$ cat src/rtl/core/pngargb_pkg.sv
// ----------------------------------------------------------------------------
// pngargb_pkg
// Shared types, constants and helper functions for the scanline to ARGB
// converter.
// ----------------------------------------------------------------------------
package pngargb_pkg;

    localparam int PAL_ENTRIES = 256;
    localparam int ENTRY_W     = $clog2(PAL_ENTRIES);

    localparam logic [9:0]  PAL_BYTES  = 10'd768;
    localparam logic [12:0] MAX_WIDTH  = 13'd4096;
    localparam logic [12:0] LINE_LIMIT = 13'd4096;
    localparam logic [31:0] OPAQUE     = 32'hFF00_0000;

    localparam logic OP_SCANLINE = 1'b0;
    localparam logic OP_PALETTE  = 1'b1;

    localparam logic [1:0] CFG_COLOR_MODE = 2'd0;
    localparam logic [1:0] CFG_LINE_WIDTH = 2'd1;
    localparam logic [1:0] CFG_LINE_COUNT = 2'd2;

    localparam logic [1:0] LANE_RED   = 2'd0;
    localparam logic [1:0] LANE_GREEN = 2'd1;

    typedef enum logic [2:0] {
        CM_GREY       = 3'd0,
        CM_RGB        = 3'd2,
        CM_PALETTE    = 3'd3,
        CM_GREY_ALPHA = 3'd4,
        CM_RGBA       = 3'd6
    } color_mode_t;

    typedef struct packed {
        logic [2:0]  color_mode;
        logic [12:0] line_width;
        logic [12:0] line_count;
    } cfg_t;

    typedef struct packed {
        logic        emit;
        logic        pal_mode;
        logic        eol;
        logic        eof;
        logic [31:0] argb;
    } asm_out_t;

    typedef struct packed {
        logic               en;
        logic [ENTRY_W-1:0] entry;
        logic [1:0]         lane;
        logic [7:0]         data;
    } pal_wr_t;

    function automatic logic [2:0] bytes_for_mode(input logic [2:0] mode);
        case (mode)
            CM_RGB:        bytes_for_mode = 3'd3;
            CM_RGBA:       bytes_for_mode = 3'd4;
            CM_GREY_ALPHA: bytes_for_mode = 3'd2;
            default:       bytes_for_mode = 3'd1;
        endcase
    endfunction

    function automatic logic [12:0] clamp_count(input logic [12:0] v,
                                                input logic [12:0] limit);
        if (v == 13'd0) begin
            clamp_count = 13'd1;
        end else if (v > limit) begin
            clamp_count = limit;
        end else begin
            clamp_count = v;
        end
    endfunction

    // byte address / 3 via reciprocal multiply, exact below 768
    function automatic logic [ENTRY_W-1:0] pal_entry(input logic [9:0] addr);
        logic [19:0] prod;
        prod      = {10'd0, addr} * 20'd683;
        pal_entry = prod[18:11];
    endfunction

    function automatic logic [1:0] pal_lane(input logic [9:0] addr);
        logic [9:0] base;
        base     = {2'b00, pal_entry(addr)} * 10'd3;
        pal_lane = 2'(addr - base);
    endfunction

    function automatic logic [23:0] lane_merge(input logic [23:0] word,
                                               input logic [1:0]  lane,
                                               input logic [7:0]  data);
        case (lane)
            LANE_RED:   lane_merge = {data, word[15:0]};
            LANE_GREEN: lane_merge = {word[23:16], data, word[7:0]};
            default:    lane_merge = {word[23:8], data};
        endcase
    endfunction

    function automatic logic [31:0] make_pixel(input logic [2:0]  mode,
                                               input logic [23:0] held,
                                               input logic [7:0]  c);
        case (mode)
            CM_GREY:       make_pixel = {8'hFF, c, c, c};
            CM_RGB:        make_pixel = {8'hFF, held[15:0], c};
            CM_GREY_ALPHA: make_pixel = {c, held[7:0], held[7:0], held[7:0]};
            CM_RGBA:       make_pixel = {c, held};
            default:       make_pixel = OPAQUE;
        endcase
    endfunction

endpackage

$ cat src/rtl/core/pngargb_assembler.sv
// ----------------------------------------------------------------------------
// pngargb_assembler
// Pixel assembly from scanline bytes: filter byte skip, byte gathering,
// column and row counting with line and frame end flags.
// ----------------------------------------------------------------------------
module pngargb_assembler (
    input  logic                  aclk,
    input  logic                  aresetn,
    input  logic                  fire,
    input  logic [7:0]            data_byte,
    input  pngargb_pkg::cfg_t     cfg,
    output pngargb_pkg::asm_out_t result
);
    import pngargb_pkg::*;

    logic [2:0]  byte_in_pixel_reg, byte_in_pixel_next;
    logic [23:0] held_reg, held_next;
    logic        expect_filter_reg, expect_filter_next;
    logic [11:0] column_reg, column_next;
    logic [11:0] row_reg, row_next;

    logic [2:0]  bpp;
    logic        more;
    logic [12:0] width;
    logic [12:0] lines;
    logic        eol;
    logic        eof;

    always_comb begin
        bpp   = bytes_for_mode(cfg.color_mode);
        more  = (({1'b0, byte_in_pixel_reg} + 4'd1) < {1'b0, bpp});
        width = clamp_count(cfg.line_width, MAX_WIDTH);
        lines = clamp_count(cfg.line_count, LINE_LIMIT);
        eol   = (({1'b0, column_reg} + 13'd1) >= width);
        eof   = eol && (({1'b0, row_reg} + 13'd1) >= lines);

        result.emit     = !expect_filter_reg && !more;
        result.pal_mode = (cfg.color_mode == CM_PALETTE);
        result.eol      = eol;
        result.eof      = eof;
        result.argb     = make_pixel(cfg.color_mode, held_reg, data_byte);

        byte_in_pixel_next = byte_in_pixel_reg;
        held_next          = held_reg;
        expect_filter_next = expect_filter_reg;
        column_next        = column_reg;
        row_next           = row_reg;

        if (fire) begin
            if (expect_filter_reg) begin
                expect_filter_next = 1'b0;
            end else if (more) begin
                held_next          = {held_reg[15:0], data_byte};
                byte_in_pixel_next = byte_in_pixel_reg + 3'd1;
            end else begin
                byte_in_pixel_next = 3'd0;
                held_next          = 24'd0;
                if (eol) begin
                    column_next        = 12'd0;
                    expect_filter_next = 1'b1;
                    row_next           = eof ? 12'd0 : row_reg + 12'd1;
                end else begin
                    column_next = column_reg + 12'd1;
                end
            end
        end
    end

    always_ff @(posedge aclk) begin
        if (!aresetn) begin
            byte_in_pixel_reg <= 3'd0;
            held_reg          <= 24'd0;
            expect_filter_reg <= 1'b1;
            column_reg        <= 12'd0;
            row_reg           <= 12'd0;
        end else begin
            byte_in_pixel_reg <= byte_in_pixel_next;
            held_reg          <= held_next;
            expect_filter_reg <= expect_filter_next;
            column_reg        <= column_next;
            row_reg           <= row_next;
        end
    end

endmodule

$ cat config.mk
export PLATFORM = sky130hd
export DESIGN_NAME = pngargb_assembler
export DESIGN_NICKNAME = d
export VERILOG_FILES = /design/src/rtl/core/pngargb_pkg.sv /design/src/rtl/core/pngargb_assembler.sv
export SDC_FILE = /design/constraint.sdc
export NUM_CORES = 1
export LEC_CHECK = 0
export BUFFER_PORTS_ARGS = -buffer_cell sky130_fd_sc_hd__buf_2
export CAP_MARGIN = 10
export CORE_AREA = 4 4 91 93
export CTS_CLUSTER_SIZE = 40
export DETAILED_ROUTE_END_ITERATION = 10
export DIE_AREA = 0 0 95 97
export PLACE_DENSITY_LB_ADDON = 0.08
export REMOVE_ABC_BUFFERS = 1
export SYNTH_ARGS = -nofsm -noshare
export SYNTH_HDL_FRONTEND = slang
export SYNTH_SLANG_ARGS = --single-unit
$ cat constraint.sdc
create_clock -name aclk -period 6.9 [get_ports aclk]
set_input_delay 0.69 -clock aclk [delete_from_list [all_inputs] [get_ports aclk]]
set_output_delay 0.69 -clock aclk [all_outputs]
set_load 0.1 [all_outputs]
==> results of run 1 <==
-- path summary, 6_finish.rpt --
check	start	slack [ns]	end
worst max-delay path	column_reg[0]	2.66	result[33]
worst min register to register	held_reg[22]	0.46	held_reg[22]
worst max register to register	column_reg[0]	3.48	row_reg[10]
worst min-delay path	held_reg[22]	0.46	held_reg[22]
-- cells by family after synthesis --
group | after synthesis | synth area share (%)
xor gates and xnor gates | 22 | 4.84
and+or+nand+nor | 218 | 28.3
AOI/OAI and AO/OA | 121 | 21.3
muxes | 16 | 4.03
buffers and inverters | 42 | 5.60
adders and majority gates | 31 | 9.75
DFF | 52 | 26.2
-- worst register-to-register path, cell delays in order (launching register included) --
cell                      delay [ns]
sky130_fd_sc_hd__dfxtp_1        0.42
sky130_fd_sc_hd__ha_1           0.26
sky130_fd_sc_hd__nand3_1        0.19
sky130_fd_sc_hd__nor2_1         0.27
sky130_fd_sc_hd__and3_1         0.25
sky130_fd_sc_hd__xor2_1         0.17
sky130_fd_sc_hd__ha_1           0.25
sky130_fd_sc_hd__a21oi_1        0.17
sky130_fd_sc_hd__o21ai_0        0.11
sky130_fd_sc_hd__a21oi_1        0.13
sky130_fd_sc_hd__o21a_1         0.13
sky130_fd_sc_hd__buf_4          0.25
sky130_fd_sc_hd__inv_1          0.25
sky130_fd_sc_hd__nand3_1        0.32
sky130_fd_sc_hd__o22ai_1        0.14
-- routing by layer --
| metal | wire [um] | global-route usage [%] |
|---|---|---|
| met3 | 442 | 2.41 |
| met4 | 78 | 4.77 |
| met1 | 4160 | 24.1 |
| met2 | 4480 | 35.0 |
| met5 | 0 | 0 |
-- cells in the mapped netlist (2+ instances only) --
cell type	number	share of area [%]
sky130_fd_sc_hd__nand4b_1	2	0.44
sky130_fd_sc_hd__dfxtp_1	52	26
sky130_fd_sc_hd__a21o_1	4	0.75
sky130_fd_sc_hd__a222oi_1	8	2.0
sky130_fd_sc_hd__clkbuf_1	14	1.3
sky130_fd_sc_hd__and3b_2	2	0.50
sky130_fd_sc_hd__nand4_1	6	0.94
sky130_fd_sc_hd__buf_4	6	1.1
sky130_fd_sc_hd__xnor2_1	14	3.1
sky130_fd_sc_hd__a21boi_1	3	0.57
sky130_fd_sc_hd__o21a_1	5	0.94
sky130_fd_sc_hd__nand2b_1	11	1.7
sky130_fd_sc_hd__a31oi_1	4	0.63
sky130_fd_sc_hd__a211oi_1	8	1.5
sky130_fd_sc_hd__nand2_1	73	6.9
sky130_fd_sc_hd__and3b_1	2	0.44
sky130_fd_sc_hd__a21boi_0	28	5.3
sky130_fd_sc_hd__or3b_2	6	1.3
sky130_fd_sc_hd__clkbuf_4	2	0.38
sky130_fd_sc_hd__buf_1	5	0.47
sky130_fd_sc_hd__nor4_1	4	0.63
sky130_fd_sc_hd__and2_1	4	0.63
sky130_fd_sc_hd__nor2_1	31	2.9
sky130_fd_sc_hd__nor2b_1	3	0.47
sky130_fd_sc_hd__o22ai_1	12	1.9
sky130_fd_sc_hd__nand3b_1	5	0.94
sky130_fd_sc_hd__and3_1	8	1.3
sky130_fd_sc_hd__a21oi_1	17	2.1
sky130_fd_sc_hd__clkbuf_8	3	1.0
sky130_fd_sc_hd__mux2i_1	16	4.0
sky130_fd_sc_hd__inv_1	8	0.75
sky130_fd_sc_hd__ha_1	31	9.7
sky130_fd_sc_hd__or3_1	7	1.1
sky130_fd_sc_hd__o21ai_0	20	2.5
sky130_fd_sc_hd__a32o_1	4	1.0
sky130_fd_sc_hd__xor2_1	8	1.8
sky130_fd_sc_hd__nand3_1	41	5.2
sky130_fd_sc_hd__buf_2	4	0.50
sky130_fd_sc_hd__nor3_1	5	0.63
-- power by group --
part           total (mW)  switching [mW]  internal [mW]  leakage (nW)
Clock               0.216           0.106          0.109        0.0548
Combinational       0.172           0.128         0.0434          1.35
Sequential          0.306         0.00295          0.303         0.419
Total               0.693           0.237          0.456          1.82
-- cell type report --
cell class	count	area, um2
Fill cell	752	3090
Multi-Input combinational cell	408	2720
Sequential cell	52	1040
Timing Repair Buffer	79	405
Tap cell	102	128
Clock buffer	5	68.8
Clock inverter	3	46.3
Inverter	8	30.0
-- metrics by stage --
stage	utilization (%)	hold WS, ns
finish	58.9	0.460
global route	58.9	0.476
floorplan	-	0.430
global placement	57.4	0.440
CTS	58.9	0.462
detailed placement	57.4	0.449
==> results, run 1 <==
- Counting buffers and inverters, the worst setup path is 12 cells deep.
- Including well taps, the total number of placed cells is 649.
- The setup fix buffers added after clock tree synthesis is 0.
- The post-route total power is 0.693 mW.
- Among all flip-flop cells after synthesis, the most frequent one is sky130_fd_sc_hd__dfxtp_1.
- Clock tree synthesis inserted a total of 5 buffers.
- Clock tree synthesis selected as its root buffer the cell sky130_fd_sc_hd__clkbuf_8.
- On the worst path, the slowest cell contributes a delay of 0.51 ns.
- The top achievable clock speed is 236 MHz.
- The clock period minus final worst setup slack is 4.24 ns.
- The detailed router placed 3760 vias in this run.
- Of all flip-flops after synthesis, the portion carrying an async set or reset was 0%.
- The area of the die is 9220 um2.
- The largest individual stage delay along the critical path comes from the cell sky130_fd_sc_hd__buf_2.
- The startpoint type of the worst setup path is a flip-flop.
- The finished cells cover 4440 um2.
- After detailed routing, the average wire length per cell comes to 13.9 um.
- The number of detailed-route iterations in the first pass is 5.
- The worst hold path passes through 2 cells.
- The maximum number of pins on one net before global-route repair is 70.
- TritonCTS built the clock tree.
- The detailed-route wire length is 9160 um.
- The gate family responsible for the most delay along the worst path is buffers and inverters.
- The fraction of layout instances using a drive strength above 1 is 19.1%.
- For the worst setup path, the data required time is 6.21 ns.
- The remaining number of nets flagged by the antenna check after routing is 0.
- After the flow finishes, the layout carries non-filler instances totaling 657.
- The first global-routing pass estimated 15000 um of wire.
- Counting flops with a built-in enable in the synthesized netlist gives 0.
- The total count of max-transition violations in the final report is 0.
- Yosys printed 0 warnings.
- The overall die height is 97 um.
- The minimum setup slack in the final design is 2.66 ns.
- In the routed layout, each cell is associated on average with a via count of 5.72.
- The number of distinct library cells after synthesis is 55.
- Summed over all cells, the static leakage comes to 1.82 nW.
- CTS built an H-tree with a depth of 2.
- The final setup TNS is 0 ns.
- The die boundary width is 95 um.
- The largest fanout on the critical path is 23.
- Of the available clock period, the critical path in the final layout requires 61.4%.
- The total power divided by cell area is 156 nW/um2.
- The number of antenna violations at the first check in global routing is 0.
- Leaving out fill and tap cells, the most frequent cell in the layout is sky130_fd_sc_hd__buf_2.
- During I/O placement, the number of pins put on the boundary was 76.
- Global routing used 19.4% of the available tracks across all layers.
- STA classifies the critical path endpoint as a primary output.
- The number of antenna diodes in the final layout is 0.
- After floorplanning, the core was divided into 32 placement rows.
- Timing analysis after detailed placement gives a worst setup slack of 3.04 ns.
- Setup repair after global routing left no endpoint under its margin.
- Measured in cells, the most critical reg-to-reg path has a length of 14.
- The average instance in the mapped netlist occupies 7.93 um2.
- The clock-pin slew of the registers on the worst-case setup and hold paths is 0.10 ns.
- Setup violations remaining at the end of the flow were counted as 0.
- The count of hold buffers inserted by post-cts repair is 0.
- The number of nets in the layout is 625.
- The placed instances occupy a cell area of 4320 um2.
- The path class of the tightest hold or removal check is flip-flop to flip-flop.
- The area growth from synthesis to layout is 11.5%.
- The number of flip-flops in the largest register is 24.
- The initial standard-cell utilization of the core is 52.9%.
- The run finished with clean final reports.
- The worst endpoint data arrival time is 3.55 ns.
- Clock tree synthesis found a total of 52 sinks.
- The half-perimeter wire length after detailed placement is 6700 um.
- The sequential area share after synthesis is 26.2%.
- The congestion estimate from routability-driven global placement came to 0.848.
- The latest clock arrival within the worst-skew pair is 0.31 ns.
- The mapped netlist covers 3980 um2.
- The worst path buffer plus inverter count is 3.
- Across the routed clock network, the largest skew measured is 0.00753 ns.
- The remaining design rule violation count is 0.
- Across the run, the number of max-cap violations was 0.
- Counting along the longest clock path gives a buffer depth of 2.
- The core region area is 7530 um2.
- The residual overflow from global routing is 0.
- At the pin with the least slew margin, the transition time is 1.18 ns.
- The number of buffers added on ports is 75.
- The critical path start-end classification is flip-flop to primary output.
- The signal on the critical path passes through ha_1 > nand3_1 > nor2_1 > and3_1 > xor2_1 > ha_1 > and4_1 > nand3_1 > o21a_1 > buf_4 > inv_1 > buf_2.
- The number of global-route vias before repair was 3414.
- The hold violation total from the final report was 0.
- The post-CTS resize count is 0.
- The number of register bits inferred by synthesis is 52.
- In the layout the commonest cells are 75 x sky130_fd_sc_hd__buf_2, 73 x sky130_fd_sc_hd__nand2_1, 52 x sky130_fd_sc_hd__dfxtp_1, 41 x sky130_fd_sc_hd__nand3_1.
- Measured against its own limit, the worst slew margin works out to 21.2%.
- The worst-case IR drop observed on VDD is 77.5 uV.
- The detailed router finished its first iteration with 199 violations.
- Synthesis produced a netlist whose cell count is 502.
(Power assumes the default switching activity.)
==> run 2, diff against run 1 <==
--- a/config.mk
+++ b/config.mk
@@ -7,10 +7,10 @@
 export LEC_CHECK = 0
 export BUFFER_PORTS_ARGS = -buffer_cell sky130_fd_sc_hd__buf_2
 export CAP_MARGIN = 10
-export CORE_AREA = 4 4 91 93
+export CORE_AREA = 4 4 94 96
 export CTS_CLUSTER_SIZE = 40
 export DETAILED_ROUTE_END_ITERATION = 10
-export DIE_AREA = 0 0 95 97
+export DIE_AREA = 0 0 98 100
 export PLACE_DENSITY_LB_ADDON = 0.08
 export REMOVE_ABC_BUFFERS = 1
 export SYNTH_ARGS = -nofsm -noshare
==> constraint.sdc (replaced) <==
create_clock -name aclk -period 3.7 [get_ports aclk]
set_input_delay 0.37 -clock aclk [delete_from_list [all_inputs] [get_ports aclk]]
set_output_delay 0.37 -clock aclk [all_outputs]
set_load 0.1 [all_outputs]
==> run 2 against run 1 <==
Effect of this change: final cell count rose by 1.4%; power increased by 95%; core utilization fell by 2.8 points; global-route usage decreased by 0.38 points; clock skew rose by 0.0023 ns; first-iteration DRC count fell by 28%; clock power up 110%; critical path type unchanged; highest routed layer unchanged.
==> results, run 2 (synthesized netlist as in run 1, its figures left out) <==
- The count of buffers added on input and output ports is 75.
- The repair_antennas step left the layout with diodes totalling 0.
- The analysis attributes to cell leakage a power of 1.87 nW.
- The setup slack at placement is 0.314 ns.
- The area growth from synthesis to layout is 13.7%.
- The final route contains 3754 vias.
- The residual overflow from global routing is 0.
- The max-capacitance violation count is 0.
- The worst setup path is launched from a flip-flop.
- The buffer levels on the longest clock path is 2.
- The type of element capturing the critical path is a primary output.
- The register with the most flip-flops in the layout has 24 of them.
- Based on the critical path, the design can be clocked at up to 285 MHz.
- The path class of the lowest-slack min-delay path is input port to flip-flop.
- The first global-routing pass estimated 16000 um of wire.
- The first detailed-routing pass ran for 5 iterations.
- At the worst endpoint, the required time is 3.33 ns.
- The delay contributed by the slowest stage of the critical path is 0.45 ns.
- The flow ran to the end, and the final reports show no timing, DRC or antenna violations.
- Dividing the detail-routed wire length by the instance count gives 14.4 um.
- The library cell used as clock root buffer is sky130_fd_sc_hd__clkbuf_8.
- The clock skew after layout is 0.00985 ns.
- The remaining number of nets flagged by the antenna check after routing is 0.
- Of all nets on the critical path, the largest fanout is 6.
- Setup violations remaining at the end of the flow were counted as 0.
- The congestion estimate from routability-driven global placement came to 0.845.
- The clock drives 52 sinks.
- Headroom to the max-slew limit came out at 41.2%.
- The setup fix buffers added after clock tree synthesis is 0.
- The setup path with the least slack is of type flip-flop to primary output.
- The library cell contributing the largest single delay on the critical path is sky130_fd_sc_hd__dfxtp_1.
- On the final layout, the worst hold slack is 0.310 ns.
- The hold violation total from the final report is 0.
- Walking the worst path, the cells encountered are ha_1 > and3_1 > and3_1 > nand3_1 > xnor2_1 > ha_1 > nand4_1 > o31ai_1 > o21ai_1 > nor2_2 > buf_6.
- The die is 100 um tall.
- The die boundary width is 98 um.
- The initial standard-cell utilization of the core is 49.4%.
- The final core utilization is 56.2%.
- The total count of max-transition violations in the final report came to 0.
- The die covers 9800 um2.
- The number of top-level pins is 76.
- The clock-pin slew of the registers on the worst-case setup and hold paths is 0.10 ns.
- The worst-margin pin slew is 0.880 ns.
- The total power divided by cell area is 299 nW/um2.
- The fraction of the cycle the final worst path needs is 94.8%.
- The routed design could run at a clock period as short as 3.51 ns.
- CTS built an H-tree with a depth of 2.
- The per-cell via count in the routed design is 5.64.
- TritonCTS built the clock tree.
- The core region is 8050 um2.
- In this run the core area contains 33 standard-cell rows.
- The later pin in the worst-skew pair is clocked with a latency of 0.30 ns.
- Summed over all layers, the routed wires come to 9600 um.
- The fraction of layout instances using a drive strength above 1 is 20.7%.
- Across every metal layer, demand over resource in global routing totals 19.1%.
- Across the VDD grid, the largest voltage drop is 141 uV.
- In the layout the commonest cells are 73 x sky130_fd_sc_hd__nand2_1, 73 x sky130_fd_sc_hd__buf_2, 51 x sky130_fd_sc_hd__dfxtp_1, 41 x sky130_fd_sc_hd__nand3_1, 30 x sky130_fd_sc_hd__ha_1.
- The worst endpoint data arrival time is 3.14 ns.
- The number of nets in the layout is 632.
- The number of global-route vias before repair is 3528.
- The remaining design rule violation count is 0.
- In this run, CTS created clock tree buffers numbering 5.
- Setup slack on the critical path of the routed design comes to 0.192 ns.
- Entering global routing, the biggest net connects 53 pins.
- The number of antenna violations at the first check in global routing was 0.
- Detailed placement finished with a half-perimeter wire length of 7140 um.
- In this run, the number of DRC markers left after iteration 0 of detailed routing was 144.
[run 2: cell types whose count changed in the layout (fill, tap and decap cells not counted), moves of 2 or more]
| cell | previous run | this run |
|---|---|---|
| sky130_fd_sc_hd__nor2_2 | 0 | 2 |
| sky130_fd_sc_hd__buf_2 | 75 | 73 |
| sky130_fd_sc_hd__buf_4 | 4 | 12 |
| sky130_fd_sc_hd__nor2_1 | 31 | 29 |
[run 2: layout make-up]
class,count,area [um2]
fill,796,3530
multi-input combinational,408,2730
sequential,52,1040
timing repair buffer,86,467
tap,105,131
clock buffer,5,68.8
clock inverter,2,60.1
inverter,8,30.0
[run 2: worst paths after layout]
| path | startpoint | cells after the start | endpoint | slack (ns) |
|---|---|---|---|---|
| setup / recovery | row_reg[0] | 11 | result[32] | 0.19 |
| hold / removal | fire | 2 | expect_filter_reg | 0.31 |
| setup reg to reg | row_reg[0] | 13 | row_reg[10] | 0.29 |
| hold reg to reg | held_reg[22] | 2 | held_reg[22] | 0.46 |
[run 2: through the flow]
step                      total power, mW  cells  area, um2  setup TNS (ns)
after floorplan                     0.808    468       3790          -0.981
after global placement              0.908    659       4380               0
after CTS                            1.37    666       4510               0
final                                1.35    666       4520               0
after global routing                 1.41    666       4520        -0.00677
after detailed placement            0.911    659       4380               0
[run 2: timing repair]
item                                    4_1_cts  5_1_grt
hold buffers                                  0        0
endpoints found under the setup margin        1        2
gates resized for setup                       1        7
pin swaps                                     0        0
[run 2: worst max-delay path, delay by kind of cell (launching register included)]
family                   cells  cell delay [ns]
XOR/XNOR                     1             0.17
AO/OA/AOI/OAI                2             0.47
buffers and inverters        1             0.25
AND/OR/NAND/NOR              5             0.87
adder cells (fa/ha/maj)      2             0.61
flip-flops                   1             0.45
[run 2: layer usage]
metal | up-vias | global-route usage [%] | part of all wire, %
li1 | 1934 | - | -
met1 | 1731 | 23.5 | 45
met2 | 81 | 34.8 | 49
met3 | 8 | 3.13 | 5.4
met4 | 0 | 4.47 | 0.93
met5 | - | 0 | 0
[run 2: power breakdown]
group	total [mW]	internal (mW)	switching (mW)
Sequential	0.570	0.565	0.00566
Combinational	0.328	0.0864	0.242
Clock	0.455	0.266	0.189
==> run 3, diff against run 2 <==
--- a/config.mk
+++ b/config.mk
@@ -7,10 +7,11 @@
 export LEC_CHECK = 0
 export BUFFER_PORTS_ARGS = -buffer_cell sky130_fd_sc_hd__buf_2
 export CAP_MARGIN = 10
-export CORE_AREA = 4 4 94 96
+export CORE_AREA = 4 4 93 95
+export CTS_BUF_LIST = sky130_fd_sc_hd__clkbuf_8
 export CTS_CLUSTER_SIZE = 40
 export DETAILED_ROUTE_END_ITERATION = 10
-export DIE_AREA = 0 0 98 100
+export DIE_AREA = 0 0 97 99
 export PLACE_DENSITY_LB_ADDON = 0.08
 export REMOVE_ABC_BUFFERS = 1
 export SYNTH_ARGS = -nofsm -noshare
==> run 3 against run 2 <==
Effect of this change: core utilization is 1.7 points higher; critical path depth is 1 higher; sequential share of layout area is 0.24 points higher; critical path type unchanged; highest routed layer unchanged.
==> results, run 3 (synthesized netlist as in run 1, its figures left out) <==
- Counting along the longest clock path gives a buffer depth of 2.
- The die is 97 um wide.
- The worst setup path is launched from a flip-flop.
- The die covers 9600 um2.
- The top achievable clock speed is 287 MHz.
- The number of antenna repair diodes is 0.
- The average wire per cell in the routed design is 14.7 um.
- The max-capacitance violation count is 0.
- The initial detailed-routing violation count is 175.
- The design draws 1.23 mW.
- The clock skew after layout is 0.0108 ns.
- The total global-route track usage is 19.7%.
- The tree is rooted in a sky130_fd_sc_hd__clkbuf_8.
- VDD sags by at most 151 uV.
- The initial standard-cell utilization of the core is 51.5%.
- In this run the static leakage power is 1.84 nW.
- The number of buffers inserted during clock tree synthesis is 5.
- The number of standard cells in the layout, taps in and fillers out is 664.
- At the end of the flow, the number of nets in the layout was 632.
- The area growth from synthesis to layout is 12.5%.
- The tree built by TritonCTS fans out to 52 sinks.
- The total number of vias is 3819.
- The per-cell via count in the routed design is 5.75.
- The maximum number of pins on one net before global-route repair is 59.
- For the worst-skew pair, the clock arrives at the later sink with an insertion delay of 0.31 ns.
- The worst pin sits at a relative slew slack of 40.3%.
- The remaining number of nets flagged by the antenna check after routing is 0.
- The run finished with clean final reports.
- The min-delay analysis places its worst path in the category input port to flip-flop.
- The global placement routability congestion is 0.846.
- The floorplan step set the die height to 99 um.
- The post-CTS resize count is 0.
- The startpoint of the lowest-slack hold path is fire.
- TritonCTS built the clock tree.
- The required time reported for the critical path endpoint is 3.33 ns.
- The count of buffers added on input and output ports is 75.
- The number of placed instances, taps included is 656.
- The number of top-level pins is 76.
- The number of global-route vias before repair came to 3509.
- The half-perimeter wire length after detailed placement is 7190 um.
- After routing the design area is 4480 um2.
- Before antenna repair, the detailed router went through 7 iterations.
- The launch point of the critical path is column_reg[0].
- Clock-pin slew was measured on the worst setup and hold paths at 0.10 ns.
- For this design, the CTS-stage hold fixing added 0 buffers.
- The worst endpoint data arrival time is 3.11 ns.
- For the finished layout, the period the worst path requires is 3.48 ns.
- After detailed routing, the total wire length is 9790 um.
- The total power divided by cell area is 274 nW/um2.
- The number of setup buffers added after CTS is 0.
- In this run the number of H-tree levels came out at 2.
- The worst setup path is captured at a primary output.
- The first-pass GRT wire length is 16100 um.
- The largest fanout on the critical path is 8.
- The fraction of layout instances using a drive strength above 1 is 20.6%.
- The filler cell count in the final layout is 740.
- The setup check on the worst reg-to-reg path leaves a slack of 0.46 ns.
- The origin of the critical flop-to-flop path is row_reg[1].
- The number of antenna violations at the first check in global routing is 0.
- The residual overflow from global routing is 0.
- The core region area is 7730 um2.
- The library cells used most frequently in the layout, excluding fill and tap cells, are 73 x sky130_fd_sc_hd__nand2_1, 73 x sky130_fd_sc_hd__buf_2, 51 x sky130_fd_sc_hd__dfxtp_1, 41 x sky130_fd_sc_hd__nand3_1, 30 x sky130_fd_sc_hd__nor2_1.
- The register with the most flip-flops in the layout has 24 of them.
- After floorplanning, the core was divided into 32 placement rows.
- The total count of max-transition violations in the final report was 0.
- The critical path start-end classification is flip-flop to primary output.
- At the pin with the least slew margin, the transition time is 0.893 ns.
- The final-report setup violation count is 0.
- The hold violation total from the final report is 0.
- The area of placed instances is 4370 um2.
- In the routed design, unresolved DRC markers number 0.
- Adding up every negative setup slack in the final design gives 0 ns.
- The final critical path takes up 94.1% of the cycle.
-- run 3: final cells by class --
class / count / area (um2) / area share [%]
Multi-Input combinational cell: 408 / 2730 / 60.9
Sequential cell: 52 / 1040 / 23.3
Timing Repair Buffer: 86 / 463 / 10.3
Tap cell: 102 / 128 / 2.85
Clock buffer: 5 / 68.8 / 1.54
Inverter: 8 / 30.0 / 0.671
Clock inverter: 3 / 20.0 / 0.447
-- run 3: path summary, 6_finish.rpt --
path | to | cells past startpoint
hold / removal | expect_filter_reg | 2
hold reg to reg | held_reg[22] | 2
setup reg to reg | row_reg[10] | 13
setup / recovery | result[33] | 12
-- run 3: power by group --
group	switching [mW]	internal (mW)	total, mW
Clock	0.197	0.132	0.329
Sequential	0.00546	0.565	0.570
Combinational	0.242	0.0870	0.329
Total	0.444	0.784	1.23
-- run 3: critical path, stage by stage, from the launching register on --
cell	delay (ns)
sky130_fd_sc_hd__dfxtp_1	0.42
sky130_fd_sc_hd__ha_2	0.26
sky130_fd_sc_hd__nand3_1	0.19
sky130_fd_sc_hd__nor2_2	0.22
sky130_fd_sc_hd__and3_1	0.25
sky130_fd_sc_hd__xor2_1	0.17
sky130_fd_sc_hd__ha_1	0.26
sky130_fd_sc_hd__a21oi_1	0.15
sky130_fd_sc_hd__o21ai_0	0.10
sky130_fd_sc_hd__a21oi_1	0.13
sky130_fd_sc_hd__o21a_1	0.21
sky130_fd_sc_hd__inv_1	0.16
sky130_fd_sc_hd__buf_4	0.27
-- run 3: layer usage --
layer | track usage [%] | share of wire [%]
met1 | 24.5 | 45
met2 | 35.1 | 49
met3 | 3.47 | 5.1
met4 | 5.18 | 1.2
met5 | 0 | 0
-- run 3: stage by stage --
step           worst slack [ns]  util, %  hold slack, ns
3_3_place_gp              0.446     56.6           0.440
4_1_cts                  0.0470     57.8           0.308
6_report                  0.219     57.9           0.314
5_1_grt                 -0.0383     57.9           0.314
3_5_place_dp              0.409     56.6           0.446
2_1_floorplan            -0.813        -           0.430
